**config.mk**
```make
export PLATFORM = sky130hd
export DESIGN_NAME = motor_compass_frame_decoder_unit
export DESIGN_NICKNAME = d
export VERILOG_FILES = /design/src/hdl/mcfd_pkg.sv /design/src/hdl/mcfd_motor.sv /design/src/hdl/mcfd_compass.sv /design/src/hdl/motor_compass_frame_decoder_unit.sv
export SDC_FILE = /design/constraint.sdc
export NUM_CORES = 1
export LEC_CHECK = 0
export ABC_AREA = 0
export BUFFER_PORTS_ARGS = -buffer_cell sky130_fd_sc_hd__buf_4
export CORE_ASPECT_RATIO = 0.75
export CORE_MARGIN = 1.5
export CORE_UTILIZATION = 55
export DETAILED_ROUTE_END_ITERATION = 10
export PLACE_DENSITY = 0.85
export SLEW_MARGIN = 0
export SYNTH_ARGS = -nofsm -noshare
export SYNTH_HDL_FRONTEND = slang
export SYNTH_SLANG_ARGS = --single-unit
```
**constraint.sdc**
```tcl
create_clock -name clock -period 8 [get_ports clock]
set_clock_uncertainty 0.05 [all_clocks]
set_input_delay 0 -clock clock [delete_from_list [all_inputs] [get_ports clock]]
set_output_delay 0 -clock clock [all_outputs]
set_load 0.02 [all_outputs]
```
**src/hdl/mcfd_pkg.sv**
```systemverilog
// Shared constants and types for the motor/compass frame decoder.
package mcfd_pkg;

   localparam int unsigned BYTE_W    = 8;
   localparam int unsigned PORT_W    = 3;
   localparam int unsigned EVENT_W   = 2;
   localparam int unsigned HEADING_W = 19;
   localparam int unsigned COUNT_W   = 4;
   localparam int unsigned RSP_W     = 24;

   // source ports
   localparam logic [PORT_W-1:0] PORT_NONE    = 3'd0;
   localparam logic [PORT_W-1:0] PORT_MOTOR   = 3'd2;
   localparam logic [PORT_W-1:0] PORT_COMPASS = 3'd4;
   localparam logic [PORT_W-1:0] PORT_LAST    = 3'd4;

   // register indexes
   localparam logic CSR_LEFT_ID  = 1'b0;
   localparam logic CSR_RIGHT_ID = 1'b1;

   localparam logic [BYTE_W-1:0] LEFT_ID_RESET  = 8'h0A;
   localparam logic [BYTE_W-1:0] RIGHT_ID_RESET = 8'h14;

   // motor frame
   localparam logic [BYTE_W-1:0]  MOTOR_START  = 8'hAC;
   localparam logic [COUNT_W-1:0] MOTOR_LAST   = 4'd10;
   localparam logic [BYTE_W-1:0]  ARRIVE_MARK  = 8'hAA;
   localparam logic [BYTE_W-1:0]  ALARM_MARK   = 8'hEE;

   // compass frame
   localparam logic [BYTE_W-1:0]  COMPASS_START = 8'h68;
   localparam logic [COUNT_W-1:0] COMPASS_LAST  = 4'd13;
   localparam logic [3:0]         SIGN_NEG      = 4'h1;

   typedef enum logic [EVENT_W-1:0] {
      EVENT_NONE    = 2'd0,
      EVENT_ARRIVED = 2'd1,
      EVENT_ALARM   = 2'd2
   } motor_event_type;

   typedef struct packed {
      motor_event_type event_code;
      logic            side;
   } motor_result_type;

   typedef struct packed {
      logic                        valid;
      logic signed [HEADING_W-1:0] hundredths;
   } heading_result_type;

endpackage

```
**src/hdl/mcfd_motor.sv**
```systemverilog
// Motor link frame tracker: keeps the bytes it needs and reports on the last byte.
module mcfd_motor (
   input  logic                           clock,
   input  logic                           reset,
   input  logic                           step,
   input  logic [mcfd_pkg::BYTE_W-1:0]    rx_byte,
   input  logic [mcfd_pkg::BYTE_W-1:0]    left_id,
   input  logic [mcfd_pkg::BYTE_W-1:0]    right_id,
   output mcfd_pkg::motor_result_type     result
);
   import mcfd_pkg::*;

   logic [COUNT_W-1:0] count_ff, count_in;
   logic [BYTE_W-1:0]  node_ff, mark_a_ff, mark_b_ff, status_ff;
   logic [COUNT_W-1:0] slot;
   logic               is_start, stores, done;
   logic               is_left, is_right;

   assign is_start = (rx_byte == MOTOR_START);
   assign stores   = !is_start && (count_ff < MOTOR_LAST);
   assign slot     = count_ff + 4'd1;
   assign done     = step && stores && (slot == MOTOR_LAST);

   always_comb begin
      count_in = count_ff;
      if (step) begin
         if (is_start) begin
            count_in = '0;
         end else if (stores) begin
            count_in = slot;
         end
      end
   end

   always_ff @(posedge clock) begin
      if (reset) begin
         count_ff <= '0;
      end else begin
         count_ff <= count_in;
      end
   end

   // only frame bytes 1, 3, 4 and 5 matter for the report
   always_ff @(posedge clock) begin
      if (step && stores) begin
         case (slot)
            4'd1: node_ff   <= rx_byte;
            4'd3: mark_a_ff <= rx_byte;
            4'd4: mark_b_ff <= rx_byte;
            4'd5: status_ff <= rx_byte;
            default: ;
         endcase
      end
   end

   assign is_left  = (node_ff == left_id);
   assign is_right = !is_left && (node_ff == right_id);

   always_comb begin
      result.event_code = EVENT_NONE;
      result.side       = 1'b0;
      if (done && (is_left || is_right)) begin
         if (mark_a_ff == ARRIVE_MARK && mark_b_ff == ARRIVE_MARK && status_ff[0]) begin
            result.event_code = EVENT_ARRIVED;
         end else if (mark_a_ff == ALARM_MARK && mark_b_ff == ALARM_MARK
                      && status_ff != '0) begin
            result.event_code = EVENT_ALARM;
         end
         if (result.event_code != EVENT_NONE) begin
            result.side = is_right;
         end
      end
   end

endmodule

```
**src/hdl/mcfd_compass.sv**
```systemverilog
// Compass frame tracker and packed-BCD heading decode.
module mcfd_compass (
   input  logic                           clock,
   input  logic                           reset,
   input  logic                           step,
   input  logic [mcfd_pkg::BYTE_W-1:0]    rx_byte,
   output mcfd_pkg::heading_result_type   result
);
   import mcfd_pkg::*;

   logic [COUNT_W-1:0] count_ff, count_in;
   logic [BYTE_W-1:0]  b0_ff, b1_ff, b2_ff;
   logic [COUNT_W-1:0] slot;
   logic               is_start, stores, done;
   logic [17:0]        mag;
   logic [HEADING_W-1:0] value;

   assign is_start = (rx_byte == COMPASS_START);
   assign stores   = !is_start && (count_ff < COMPASS_LAST);
   assign slot     = count_ff + 4'd1;
   assign done     = step && stores && (slot == COMPASS_LAST);

   always_comb begin
      count_in = count_ff;
      if (step) begin
         if (is_start) begin
            count_in = '0;
         end else if (stores) begin
            count_in = slot;
         end
      end
   end

   always_ff @(posedge clock) begin
      if (reset) begin
         count_ff <= '0;
      end else begin
         count_ff <= count_in;
      end
   end

   always_ff @(posedge clock) begin
      if (step && stores) begin
         case (slot)
            4'd10: b0_ff <= rx_byte;
            4'd11: b1_ff <= rx_byte;
            4'd12: b2_ff <= rx_byte;
            default: ;
         endcase
      end
   end

   // nibbles are weighted as digits with no range check; max 166665
   always_comb begin
      mag = 18'(b0_ff[3:0]) * 18'd10000 + 18'(b1_ff[7:4]) * 18'd1000
          + 18'(b1_ff[3:0]) * 18'd100 + 18'(b2_ff[7:4]) * 18'd10 + 18'(b2_ff[3:0]);
      value = {1'b0, mag};
      if (b0_ff[7:4] == SIGN_NEG) begin
         value = -value;
      end
      result.valid      = done;
      result.hundredths = done ? value : '0;
   end

endmodule

```
**src/hdl/motor_compass_frame_decoder_unit.sv**
```systemverilog
// Top level of the motor/compass frame decoder.
// Takes one tagged received byte per clock when not stalled and returns exactly
// one result per byte via the input register, then the result register. The
// only loop is the per-port frame counter and byte store, which updates in the
// same cycle the byte leaves the input register. A byte is taken while the
// result register is full as long as the input register is free. Register
// writes are accepted every cycle.
module motor_compass_frame_decoder_unit (
   input  logic                         clock,
   input  logic                         reset,
   input  logic                         req_tvalid,
   output logic                         req_tready,
   input  logic [7:0]                   req_tdata,  // [7:0] rx_byte
   input  logic [2:0]                   req_tuser,  // [2:0] port_number
   output logic                         rsp_tvalid,
   input  logic                         rsp_tready,
   // [1:0] motor_event, [2] motor_side, [3] heading_valid,
   // [22:4] heading_hundredths, [23] port_error
   output logic [mcfd_pkg::RSP_W-1:0]   rsp_tdata,
   input  logic                         csr_valid,
   output logic                         csr_ready,
   input  logic                         csr_index,
   input  logic [7:0]                   csr_data
);
   import mcfd_pkg::*;

   logic [BYTE_W-1:0]   left_node_ff, right_node_ff;
   logic                s1_valid_ff;
   logic [PORT_W-1:0]   s1_port_ff;
   logic [BYTE_W-1:0]   s1_byte_ff;
   logic                rsp_valid_ff;
   logic [RSP_W-1:0]    rsp_data_ff, rsp_data_in;
   logic                advance, step, port_err;
   motor_result_type    motor_res;
   heading_result_type  heading_res;

   assign csr_ready = 1'b1;

   always_ff @(posedge clock) begin
      if (reset) begin
         left_node_ff  <= LEFT_ID_RESET;
         right_node_ff <= RIGHT_ID_RESET;
      end else if (csr_valid) begin
         case (csr_index)
            CSR_LEFT_ID:  left_node_ff  <= csr_data;
            CSR_RIGHT_ID: right_node_ff <= csr_data;
            default: ;
         endcase
      end
   end

   assign advance    = !rsp_valid_ff || rsp_tready;
   assign req_tready = !s1_valid_ff || advance;
   assign step       = s1_valid_ff && advance;

   always_ff @(posedge clock) begin
      if (reset) begin
         s1_valid_ff <= 1'b0;
      end else if (req_tready) begin
         s1_valid_ff <= req_tvalid;
      end
   end

   always_ff @(posedge clock) begin
      if (req_tready && req_tvalid) begin
         s1_port_ff <= req_tuser;
         s1_byte_ff <= req_tdata;
      end
   end

   mcfd_motor u_motor (
      .clock    (clock),
      .reset    (reset),
      .step     (step && s1_port_ff == PORT_MOTOR),
      .rx_byte  (s1_byte_ff),
      .left_id  (left_node_ff),
      .right_id (right_node_ff),
      .result   (motor_res)
   );

   mcfd_compass u_compass (
      .clock   (clock),
      .reset   (reset),
      .step    (step && s1_port_ff == PORT_COMPASS),
      .rx_byte (s1_byte_ff),
      .result  (heading_res)
   );

   assign port_err = (s1_port_ff == PORT_NONE) || (s1_port_ff > PORT_LAST);

   // sub-blocks report zeros unless their own port just completed a frame
   assign rsp_data_in = {port_err, heading_res.hundredths, heading_res.valid,
                         motor_res.side, motor_res.event_code};

   always_ff @(posedge clock) begin
      if (reset) begin
         rsp_valid_ff <= 1'b0;
      end else if (advance) begin
         rsp_valid_ff <= s1_valid_ff;
      end
   end

   always_ff @(posedge clock) begin
      if (step) begin
         rsp_data_ff <= rsp_data_in;
      end
   end

   assign rsp_tvalid = rsp_valid_ff;
   assign rsp_tdata  = rsp_data_ff;

endmodule

```
==> results of run 1 <==
[registers in the layout, indices dropped and copies added, names as in the netlist]
| name | cells |
|---|---|
| rsp_tdata | 24 |
| left_node_ff | 8 |
| right_node_ff | 8 |
| s1_byte_ff | 8 |
| u_compass.b0_ff | 8 |
| u_compass.b1_ff | 8 |
| u_compass.b2_ff | 8 |
| u_motor.mark_a_ff | 8 |
| u_motor.mark_b_ff | 8 |
| u_motor.node_ff | 8 |
| u_motor.status_ff | 8 |
| u_compass.count_ff | 4 |
| u_motor.count_ff | 4 |
| s1_port_ff | 3 |
| rsp_tvalid | 1 |
| s1_valid_ff | 1 |
[per-stage QoR]
stage	setup slack [ps]	area, sq um	power, uW	instances
global route	1696	8633	1506	914
finish	1918	8633	1474	914
detailed placement	2000	7729	741.9	848
floorplan	2309	7196	715.3	642
global placement	2142	7729	739.5	848
CTS	1970	8633	1463	914
[worst max-delay path, stage by stage, from the launching register on]
cell and delay, ps:
sky130_fd_sc_hd__edfxtp_1 510, sky130_fd_sc_hd__fa_1 620, sky130_fd_sc_hd__inv_1 110, sky130_fd_sc_hd__fa_1 530
sky130_fd_sc_hd__inv_1 50, sky130_fd_sc_hd__ha_1 330, sky130_fd_sc_hd__a21oi_1 200, sky130_fd_sc_hd__xnor2_1 170
sky130_fd_sc_hd__fa_1 450, sky130_fd_sc_hd__ha_1 310, sky130_fd_sc_hd__ha_1 400, sky130_fd_sc_hd__a21o_2 220
sky130_fd_sc_hd__a31o_1 210, sky130_fd_sc_hd__or3_1 370, sky130_fd_sc_hd__a211o_1 360, sky130_fd_sc_hd__nor4b_4 310
sky130_fd_sc_hd__and3_1 230, sky130_fd_sc_hd__a31oi_1 100, sky130_fd_sc_hd__mux2_1 310
[routing by layer]
| metal | routed length (um) | GRT usage (%) | vias to the layer above | share of wire [%] |
|---|---|---|---|---|
| met5 | 0 | 0 | - | 0 |
| met4 | 331 | 9.181 | 0 | 2.1 |
| met3 | 997 | 5.456 | 31 | 6.5 |
| met2 | 7858 | 41.78 | 214 | 51 |
| met1 | 6268 | 26.92 | 2459 | 41 |
| li1 | - | - | 2420 | - |
[how the worst min path moves through the flow]
stage                             endpoint  slack [ps]  cells after the start
final                     right_node_ff[6]          60                      4
after CTS                 right_node_ff[6]          40                      4
after detailed placement     s1_byte_ff[4]         130                      1
after floorplan              s1_byte_ff[0]          50                      0
after global routing       left_node_ff[2]          90                      4
after global placement       s1_byte_ff[3]         130                      1
[cell families (layout without fill, tap and decap cells)]
group | count (synthesis) | count (layout) | synth area share, %
multiplexers | 2 | 2 | 0.2956
buffers and inverters | 75 | 181 | 4.173
XOR/XNOR | 60 | 60 | 7.668
adder cells (fa/ha/maj) | 106 | 106 | 21.25
AO/OA/AOI/OAI | 92 | 92 | 7.929
other | 1 | 1 | 0.05211
AND/OR/NAND/NOR | 189 | 189 | 13.42
flip-flops | 117 | 117 | 45.21
[power by group through the flow]
| stage | sequential (uW) | clock (uW) | combinational, uW |
|---|---|---|---|
| floorplan | 695 | 0 | 20.6 |
| global placement | 693 | 0 | 46.8 |
| detailed placement | 694 | 0 | 48.4 |
| CTS | 682 | 720 | 61.6 |
| global route | 683 | 754 | 68.4 |
| finish | 683 | 728 | 63.6 |
[synthesized netlist by cell type (all sizes together), types with 3 or more instances]
master / count / share of area [%]
and3: 11 / 0.96
and2: 5 / 0.45
xor2: 24 / 3.3
nand4: 9 / 0.78
xnor2: 36 / 4.4
nor2b: 8 / 0.70
clkbuf: 8 / 0.42
a21oi: 40 / 2.8
a31oi: 6 / 0.52
nand3: 9 / 0.77
buf: 3 / 0.42
nor3: 7 / 0.49
edfxtp: 91 / 38
nor4b: 3 / 0.57
ha: 79 / 14
o21ai: 15 / 1.0
a211oi: 3 / 0.38
nand2: 58 / 3.0
dfxtp: 26 / 7.2
nor4: 4 / 0.35
nand4b: 3 / 0.37
fa: 27 / 7.5
nor2: 50 / 2.6
nand3b: 7 / 0.73
a21o: 10 / 1.1
nand2b: 4 / 0.35
inv: 64 / 3.3
[cell type report]
type,instances,area [sq um],share of cell area [%]
sequential,117,3253,37.68
timing repair buffer,85,723.2,8.377
tap,166,207.7,2.406
inverter,64,240.2,2.783
multi-input combinational,450,3645,42.22
clock inverter,8,72.57,0.8406
clock buffer,24,491.7,5.696
==> run_results.csv, run 1 <==
group,metric,value,unit
finish,layout.cells.most_common_list,"91 x sky130_fd_sc_hd__edfxtp_1, 79 x sky130_fd_sc_hd__ha_1, 64 x sky130_fd_sc_hd__inv_1, 58 x sky130_fd_sc_hd__nand2_1, 51 x sky130_fd_sc_hd__buf_4",
clocking,holdBufCountCts,34,
finish,finalCoreUtilization,68.93,%
global_route,first_global_vias,5072,
clocking,h-tree-depth,4,
floorplan,die_width,135.1,um
routing,route.final.wire_length,15.46,mm
run_status,run_status,"complete, no violations",
power_and_ir_drop,sw_frac_of_total,21.24,%
worst_setup_path,worstPathMaxFanout,6,
timing,final_min_period_over_clock_period,76.03,%
power_and_ir_drop,worst_ir_drop_vdd,0.0001530,V
worst_setup_path,worst_r2r_startpoint,"u_compass.b1_ff[6]",
clocking,clock_tree.root_cell,"sky130_fd_sc_hd__clkbuf_16",
clocking,postCtsResizedCells,0,
timing,tightest_pin_transition,1056,ps
timing,rsz0062_at_grt,"no",
finish,nFillCells,853,
power_and_ir_drop,sw_pwr,313.1,uW
timing,timing.final.crit_period,6082,ps
worst_setup_path,critical_path.reg2reg.endpoint,"rsp_tdata[21]",
clocking,clock_pin_slew_of_the_registers_on_the_worst_case_setup_and_hold_paths,60,ps
finish,final_nets,866,
finish,synthToLayoutAreaGrowth,19.98,%
clocking,clock_tree.buffer_depth,2,
placed_design,detailedPlacementHpwl,10.33,mm
worst_setup_path,critPathRequiredTime,8110,ps
timing,slew-limit-headroom,29.03,%
placed_design,finalWeightedCongestion,0.8328,
finish,antenna-diode-count,0,
worst_setup_path,reg2reg_slack,1920,ps
timing,timing_max_transition_violations_final,0,
worst_setup_path,worstSetupPathType,"flip-flop to flip-flop",
finish,most_frequent_standard_cell_in_the_layout_excluding_fill_and_tap_cells,"sky130_fd_sc_hd__edfxtp_1",
routing,post_drt_wl_per_cell,16.91,um
global_route,grt_start_max_net_pins,28,
clocking,cts_sinks,117,
synth,library_cells_used_by_synthesis,61,
routing,drt-vias-per-instance,5.606,
hold_path,hp-start,"csr_valid",
timing,hold_violations,0,
floorplan,placementRows,35,
worst_setup_path,start_kind,"flip-flop",
timing,finalSetupTns,0,ps
synth,synth_warnings,0,
routing,drt_iter0_markers,468,
power_and_ir_drop,p_comb_share,4.3,%
timing,fin_worst_hold_slack,63.49,ps
global_route,initial_antenna_violation_count,0,
power_and_ir_drop,power_per_cell_area,170.7,nW/um^2
clocking,clk-insertion-delay-late,420,ps
routing,drtAntennaViolNets,0,
timing,fmax,164.4,MHz
synth,synth_edf_count,91,
floorplan,die_height,102.1,um
routing,first_pass_iters,7,
worst_setup_path,element_type_at_the_critical_path_end,"flip-flop",
placed_design,count_of_port_buffers_added_during_placement,50,
synth,synth-main-ff-cell,"sky130_fd_sc_hd__edfxtp_1",
floorplan,floorplan.io_pins,52,
power_and_ir_drop,power.share.sequential,46.3,%
flow_run,cap_viol_max_count,0,
worst_setup_path,crit_path_start,"u_compass.b1_ff[6]",
synth,post_synth_inst_count,642,
worst_setup_path,crit_path_end,"rsp_tdata[21]",
hold_path,min-delay-path-class,"input port to flip-flop",
synth,ys_seq_elements,117,
routing,vias,5124,
floorplan,initial_core_util,57.45,%
floorplan,core-area,12520,sq um
global_route,global_route.usage.total,23.11,%
power_and_ir_drop,cellLeakagePower,0.003632,uW
power_and_ir_drop,cellInternalPower,1161,uW
global_route,globalRoute.totalOverflow,0,
synth,synth_area_per_cell,11.21,sq um
worst_setup_path,worst-r2r-cell-count,18,
worst_setup_path,crit_arrival,6190,ps
clocking,tritoncts_buffers,17,
synth,syn_nets,773,
routing,drc,0,
floorplan,design.die.area,13790,sq um
power_and_ir_drop,pwr-share-clk,49.4,%
clocking,tritoncts,"built",
timing,setup_viol_count_final,0,
synth,netlist_area,7196,sq um
clocking,post-cts-setup-buffers,0,
finish,final_layout_size_suffix_gt1_share,12.57,%
synth,ys_async_rst_share,0,%
global_route,global_route_wire_length_before_repair,24.10,mm
synth,synth_seq_area_share,45.21,%
(Power assumes the default switching activity.)
==> run 2, diff against run 1 <==
Settings changed: PLACE_DENSITY 0.85 to 0.88.
Clock period 8 ns to 5.5 ns, I/O delays scaled along.
==> run_results.csv, run 2 (synthesis gave the netlist of run 1 again) <==
group,metric,value,unit
worst_setup_path,critical_path.reg2reg.endpoint,"rsp_tdata[21]",
worst_setup_path,crit_arrival,5600,ps
timing,fmax,182.0,MHz
finish,finalCoreUtilization,71.52,%
worst_setup_path,worst-r2r-cell-count,16,
global_route,globalRoute.totalOverflow,0,
finish,largest_register_ff_count,24,
finish,most_frequent_standard_cell_in_the_layout_excluding_fill_and_tap_cells,"sky130_fd_sc_hd__edfxtp_1",
floorplan,placementRows,35,
routing,first_pass_iters,5,
worst_setup_path,crit_path_frequent_cell,"sky130_fd_sc_hd__fa_1",
worst_setup_path,worstSetupPathType,"flip-flop to flip-flop",
routing,post_drt_wl_per_cell,17.14,um
timing,finalSetupTns,0,ps
finish,final_layout_size_suffix_gt1_share,17.69,%
floorplan,die_height,102.1,um
timing,timing_max_transition_violations_final,0,
worst_setup_path,crit_path_top_delay_cell,"sky130_fd_sc_hd__fa_1",
floorplan,floorplan.io_pins,52,
global_route,global_route.usage.total,24.92,%
clocking,clk-insertion-delay-late,410,ps
clocking,cts_sinks,117,
power_and_ir_drop,sw_frac_of_total,22.13,%
floorplan,initial_core_util,57.45,%
power_and_ir_drop,power.share.sequential,45.7,%
worst_setup_path,worstPathCellList,"ha_1 > fa_1 > inv_2 > fa_1 > fa_1 > fa_1 > inv_2 > ha_4 > a21o_1 > a31o_1 > or3_1 > a211o_1 > nor4b_4 > and3_4 > a31oi_4 > mux2_4",
routing,drt_iter0_markers,238,
floorplan,die_width,135.1,um
global_route,initial_antenna_violation_count,0,
finish,fin_area,8957,sq um
timing,rsz0062_at_grt,"yes",
clocking,tritoncts_buffers,17,
timing,hold_violations,0,
finish,antenna-diode-count,0,
global_route,first_global_vias,5661,
clocking,clock_pin_slew_of_the_registers_on_the_worst_case_setup_and_hold_paths,60,ps
worst_setup_path,cp_num_cells,16,
worst_setup_path,worstPathBufferInverterCount,2,
hold_path,hold-path-cell-count,4,
finish,layout.cells.most_common_list,"91 x sky130_fd_sc_hd__edfxtp_1, 72 x sky130_fd_sc_hd__ha_1, 72 x sky130_fd_sc_hd__buf_4, 60 x sky130_fd_sc_hd__inv_1, 58 x sky130_fd_sc_hd__nand2_1",
power_and_ir_drop,cellLeakagePower,0.003725,uW
clocking,h-tree-depth,4,
timing,setup_viol_count_final,0,
global_route,global_route_wire_length_before_repair,26.13,mm
run_status,run_status,"complete, no violations",
timing,final_min_period_over_clock_period,99.91,%
floorplan,core-area,12520,sq um
placed_design,place_area,7908,sq um
hold_path,min-delay-path-class,"input port to flip-flop",
placed_design,finalWeightedCongestion,0.8795,
hold_path,min_to,"left_node_ff[6]",
worst_setup_path,reg2reg_slack,5,ps
timing,tightest_pin_transition,1130,ps
timing,slew-limit-headroom,23.63,%
floorplan,design.die.area,13790,sq um
routing,drtAntennaViolNets,0,
worst_setup_path,worst_r2r_startpoint,"u_compass.b1_ff[5]",
finish,layout.area.seq,3253,sq um
clocking,clock_tree.buffer_depth,2,
clocking,clock_tree.root_cell,"sky130_fd_sc_hd__clkbuf_16",
clocking,tritoncts,"built",
worst_setup_path,element_type_at_the_critical_path_end,"flip-flop",
flow_run,cap_viol_max_count,0,
worst_setup_path,start_kind,"flip-flop",
routing,drc,0,
power_and_ir_drop,pwr-share-clk,49.9,%
worst_setup_path,critPathRequiredTime,5610,ps
power_and_ir_drop,p_comb_share,4.3,%
hold_path,hp-start,"csr_valid",
finish,final_nets,887,
placed_design,detailedPlacementHpwl,10.70,mm
routing,drt-vias-per-instance,5.580,
finish,area_of_the_multi_input_gates,3797,sq um
power_and_ir_drop,worst_ir_drop_vdd,0.0002424,V
routing,vias,5217,
power_and_ir_drop,power_per_cell_area,242.3,nW/um^2
worst_setup_path,critical_path.max_stage_delay,540,ps
placed_design,count_of_port_buffers_added_during_placement,50,
global_route,grt_start_max_net_pins,28,
worst_setup_path,worst_path_dominant_cell_family,"adder cells",
worst_setup_path,worstPathMaxFanout,4,
timing,timing.final.crit_period,5495,ps
routing,route.final.wire_length,16.02,mm
finish,nFillCells,818,
power_and_ir_drop,cellInternalPower,1690,uW
power_and_ir_drop,sw_pwr,480.4,uW
finish,synthToLayoutAreaGrowth,24.48,%
-- run 2: changes by cell type in the layout (fill, tap and decap cells not counted), sizes merged --
cell	before	now
clkinvlp	0	2
bufinv	1	2
buf	51	72
inv	67	68
clkinv	4	6
clkbuf	24	18
-- run 2: worst max-delay path by stage --
| stage | start | endpoint |
|---|---|---|
| finish | u_compass.b1_ff[5] | rsp_tdata[21] |
| global route | u_compass.b1_ff[5] | rsp_tdata[21] |
| CTS | u_compass.b1_ff[7] | rsp_tdata[21] |
| detailed placement | u_compass.b1_ff[6] | rsp_tdata[21] |
| global placement | u_compass.b1_ff[6] | rsp_tdata[21] |
| floorplan | u_compass.b1_ff[6] | rsp_tdata[21] |
-- run 2: power by group through the flow --
stage / registers [uW] / logic, uW / clock network, uW
floorplan: 1010 / 29.9 / 0
global placement: 1010 / 67.9 / 0
detailed placement: 1010 / 71.2 / 0
CTS: 992 / 90.9 / 1080
global route: 994 / 101 / 1130
finish: 993 / 94.3 / 1080
-- run 2: final cells by class --
class                      count  area share, %
inverter                      64          2.682
timing repair buffer         106          9.834
clock inverter                14          1.662
multi-input combinational    450          42.39
clock buffer                  18          4.791
sequential                   117          36.32
tap                          166          2.319
-- run 2: what timing repair did --
item | 4_1_cts | 5_1_grt
endpoints found under the hold margin | 37 | 0
pin swaps | 16 | 6
setup buffers | 7 | 0
endpoints found under the setup margin | 2 | 7
hold buffers | 34 | 0
resized for setup | 12 | 9
-- run 2: metal layers --
layer  global-route usage (%)  share of wire (%)  vias up
li1                         -                  -     2458
met1                    27.15                 40     2573
met2                    47.73                 53      150
met3                    5.605                4.4       36
met4                    9.512                2.1        0
met5                        0                  0        -
-- run 2: worst reg2reg max path, delay by kind of cell (launching register included) --
kind / cells / cell delay [ps]
and+or+nand+nor: 3 / 870
adders and majority gates: 6 / 2610
AOI/OAI and AO/OA: 4 / 860
buffers and inverters: 2 / 100
DFF: 1 / 450
muxes: 1 / 310
-- run 2: per-stage QoR --
step / std cells / setup slack (ps) / hold WS (ps) / total power (uW)
floorplan: 642 / 7.563 / 48.87 / 1041
global placement: 863 / 36.17 / 127.9 / 1076
finish: 935 / 5.135 / 68.19 / 2171
global route: 935 / -225.4 / 96.05 / 2221
detailed placement: 863 / -153.6 / 129.5 / 1081
CTS: 936 / 3.275 / 35.05 / 2166
==> run 3, diff against run 2 <==
==> constraint.sdc (replaced) <==
create_clock -name clock -period 5.5 [get_ports clock]
set_clock_uncertainty 0.05 [all_clocks]
set_input_delay 1.65 -clock clock [delete_from_list [all_inputs] [get_ports clock]]
set_output_delay 1.65 -clock clock [all_outputs]
set_load 0.02 [all_outputs]
==> run_results.csv, run 3 (synthesis gave the netlist of run 1 again) <==
group,metric,value,unit
run_status,run_status,"complete, no violations",
worst_setup_path,worst_r2r_startpoint,"u_compass.b1_ff[5]",
floorplan,placementRows,35,
worst_setup_path,critPathRequiredTime,5610,ps
power_and_ir_drop,cellLeakagePower,0.003585,uW
clocking,clock_pin_slew_of_the_registers_on_the_worst_case_setup_and_hold_paths,60,ps
flow_run,cap_viol_max_count,0,
clocking,clock_tree.buffer_depth,2,
worst_setup_path,element_type_at_the_critical_path_end,"flip-flop",
floorplan,floorplan.io_pins,52,
floorplan,die_height,102.1,um
floorplan,core-area,12520,sq um
timing,fin_worst_hold_slack,417.5,ps
clocking,clk-insertion-delay-late,410,ps
finish,antenna-diode-count,0,
timing,tightest_pin_transition,1139,ps
finish,fin_area,8620,sq um
hold_path,min-delay-path-class,"flip-flop to flip-flop",
floorplan,design.die.area,13790,sq um
routing,drt_iter0_markers,230,
floorplan,initial_core_util,57.45,%
finish,final_layout_size_suffix_gt1_share,18.64,%
power_and_ir_drop,worst_ir_drop_vdd,0.0002421,V
timing,timing_max_transition_violations_final,0,
placed_design,count_of_port_buffers_added_during_placement,50,
worst_setup_path,worstSetupPathType,"flip-flop to flip-flop",
global_route,grt_start_max_net_pins,28,
worst_setup_path,crit_path_start,"u_compass.b1_ff[5]",
clocking,holdBufCountCts,0,
finish,most_frequent_standard_cell_in_the_layout_excluding_fill_and_tap_cells,"sky130_fd_sc_hd__edfxtp_1",
routing,drt-vias-per-instance,5.597,
clocking,tritoncts,"built",
routing,first_pass_iters,5,
global_route,globalRoute.totalOverflow,0,
placed_design,finalWeightedCongestion,0.8795,
clocking,clock_tree.root_cell,"sky130_fd_sc_hd__clkbuf_16",
routing,vias,5043,
timing,fmax,182.0,MHz
clocking,h-tree-depth,4,
timing,slew-limit-headroom,22.96,%
finish,final_nets,853,
floorplan,die_width,135.1,um
hold_path,hp-start,"left_node_ff[4]",
global_route,global_route_wire_length_before_repair,24.40,mm
routing,drc,0,
global_route,first_global_vias,5265,
timing,timing.final.crit_period,5495,ps
worst_setup_path,worstPathMaxFanout,4,
clocking,cts_sinks,117,
placed_design,detailedPlacementHpwl,10.70,mm
power_and_ir_drop,power_per_cell_area,248.7,nW/um^2
worst_setup_path,crit_arrival,5600,ps
timing,hold_violations,0,
routing,route.final.wire_length,14.97,mm
timing,setup_viol_count_final,0,
timing,final_min_period_over_clock_period,99.91,%
routing,post_drt_wl_per_cell,16.62,um
power_and_ir_drop,total_power,2144,uW
finish,largest_register_ff_count,24,
routing,drtAntennaViolNets,0,
timing,rsz0062_at_grt,"yes",
worst_setup_path,start_kind,"flip-flop",
finish,synthToLayoutAreaGrowth,19.79,%
global_route,global_route.usage.total,23.16,%
global_route,initial_antenna_violation_count,0,
placed_design,place_area,7908,sq um
clocking,tritoncts_buffers,17,
finish,layout.cells.most_common_list,"91 x sky130_fd_sc_hd__edfxtp_1, 72 x sky130_fd_sc_hd__buf_4, 71 x sky130_fd_sc_hd__ha_1, 60 x sky130_fd_sc_hd__inv_1, 58 x sky130_fd_sc_hd__nand2_1",
[run 3: cell types whose count changed in the layout (fill, tap and decap cells not counted), sizes merged]
cell / delta
dlygate4sd3: -34
[run 3: worst paths after layout]
kind	end	slack, ps	cells after the start
hold reg to reg	left_node_ff[4]	420	2
hold / removal	left_node_ff[4]	420	2
setup / recovery	rsp_tdata[21]	5	16
setup reg to reg	rsp_tdata[21]	5	16
[run 3: routing by layer]
| metal | routed length [um] | track usage (%) | part of all wire [%] | vias up |
|---|---|---|---|---|
| li1 | - | - | - | 2396 |
| met1 | 6193 | 26.38 | 41 | 2462 |
| met2 | 7790 | 43.39 | 52 | 162 |
| met3 | 767 | 5.159 | 5.1 | 23 |
| met4 | 221 | 8.106 | 1.5 | 0 |
| met5 | 0 | 0 | 0 | - |
[run 3: cell type report]
cell class | instances | area, sq um
Timing Repair Buffer | 72 | 540.5
Fill cell | 868 | 3905
Sequential cell | 117 | 3253
Clock buffer | 18 | 429.2
Inverter | 64 | 240.2
Clock inverter | 14 | 148.9
Tap cell | 166 | 207.7
Multi-Input combinational cell | 450 | 3800
[run 3: critical path, stage by stage, from the launching register on]
cell and delay [ps]:
sky130_fd_sc_hd__edfxtp_1 450, sky130_fd_sc_hd__ha_1 340, sky130_fd_sc_hd__fa_1 540, sky130_fd_sc_hd__inv_2 50
sky130_fd_sc_hd__fa_1 540, sky130_fd_sc_hd__fa_1 430, sky130_fd_sc_hd__fa_1 530, sky130_fd_sc_hd__inv_2 50
sky130_fd_sc_hd__ha_4 230, sky130_fd_sc_hd__a21o_1 170, sky130_fd_sc_hd__a31o_1 250, sky130_fd_sc_hd__or3_1 380
sky130_fd_sc_hd__a211o_1 350, sky130_fd_sc_hd__nor4b_4 240, sky130_fd_sc_hd__and3_4 250, sky130_fd_sc_hd__a31oi_4 90
sky130_fd_sc_hd__mux2_4 300
[run 3: timing repair]
| action | 4_1_cts | 5_1_grt |
|---|---|---|
| resized for setup | 12 | 10 |
| setup buffers | 7 | 0 |
| endpoints found under the setup margin | 2 | 7 |
| pin swaps | 16 | 6 |
[run 3: power by group]
group | internal, uW | switching (uW)
Clock | 669 | 410
Combinational | 32.2 | 39.7
Sequential | 972 | 19.9
Total | 1670 | 469
[run 3: through the flow]
step / std cells / setup TNS [ps] / setup slack, ps / utilization [%]
after floorplan: 642 / 0 / 7.563 / -
after global placement: 863 / 0 / 36.17 / 63.14
after detailed placement: 863 / -167.2 / -153.6 / 63.14
after CTS: 902 / 0 / 3.275 / 68.60
after global routing: 901 / -653.3 / -221.1 / 68.82
final: 901 / 0 / 5.036 / 68.82
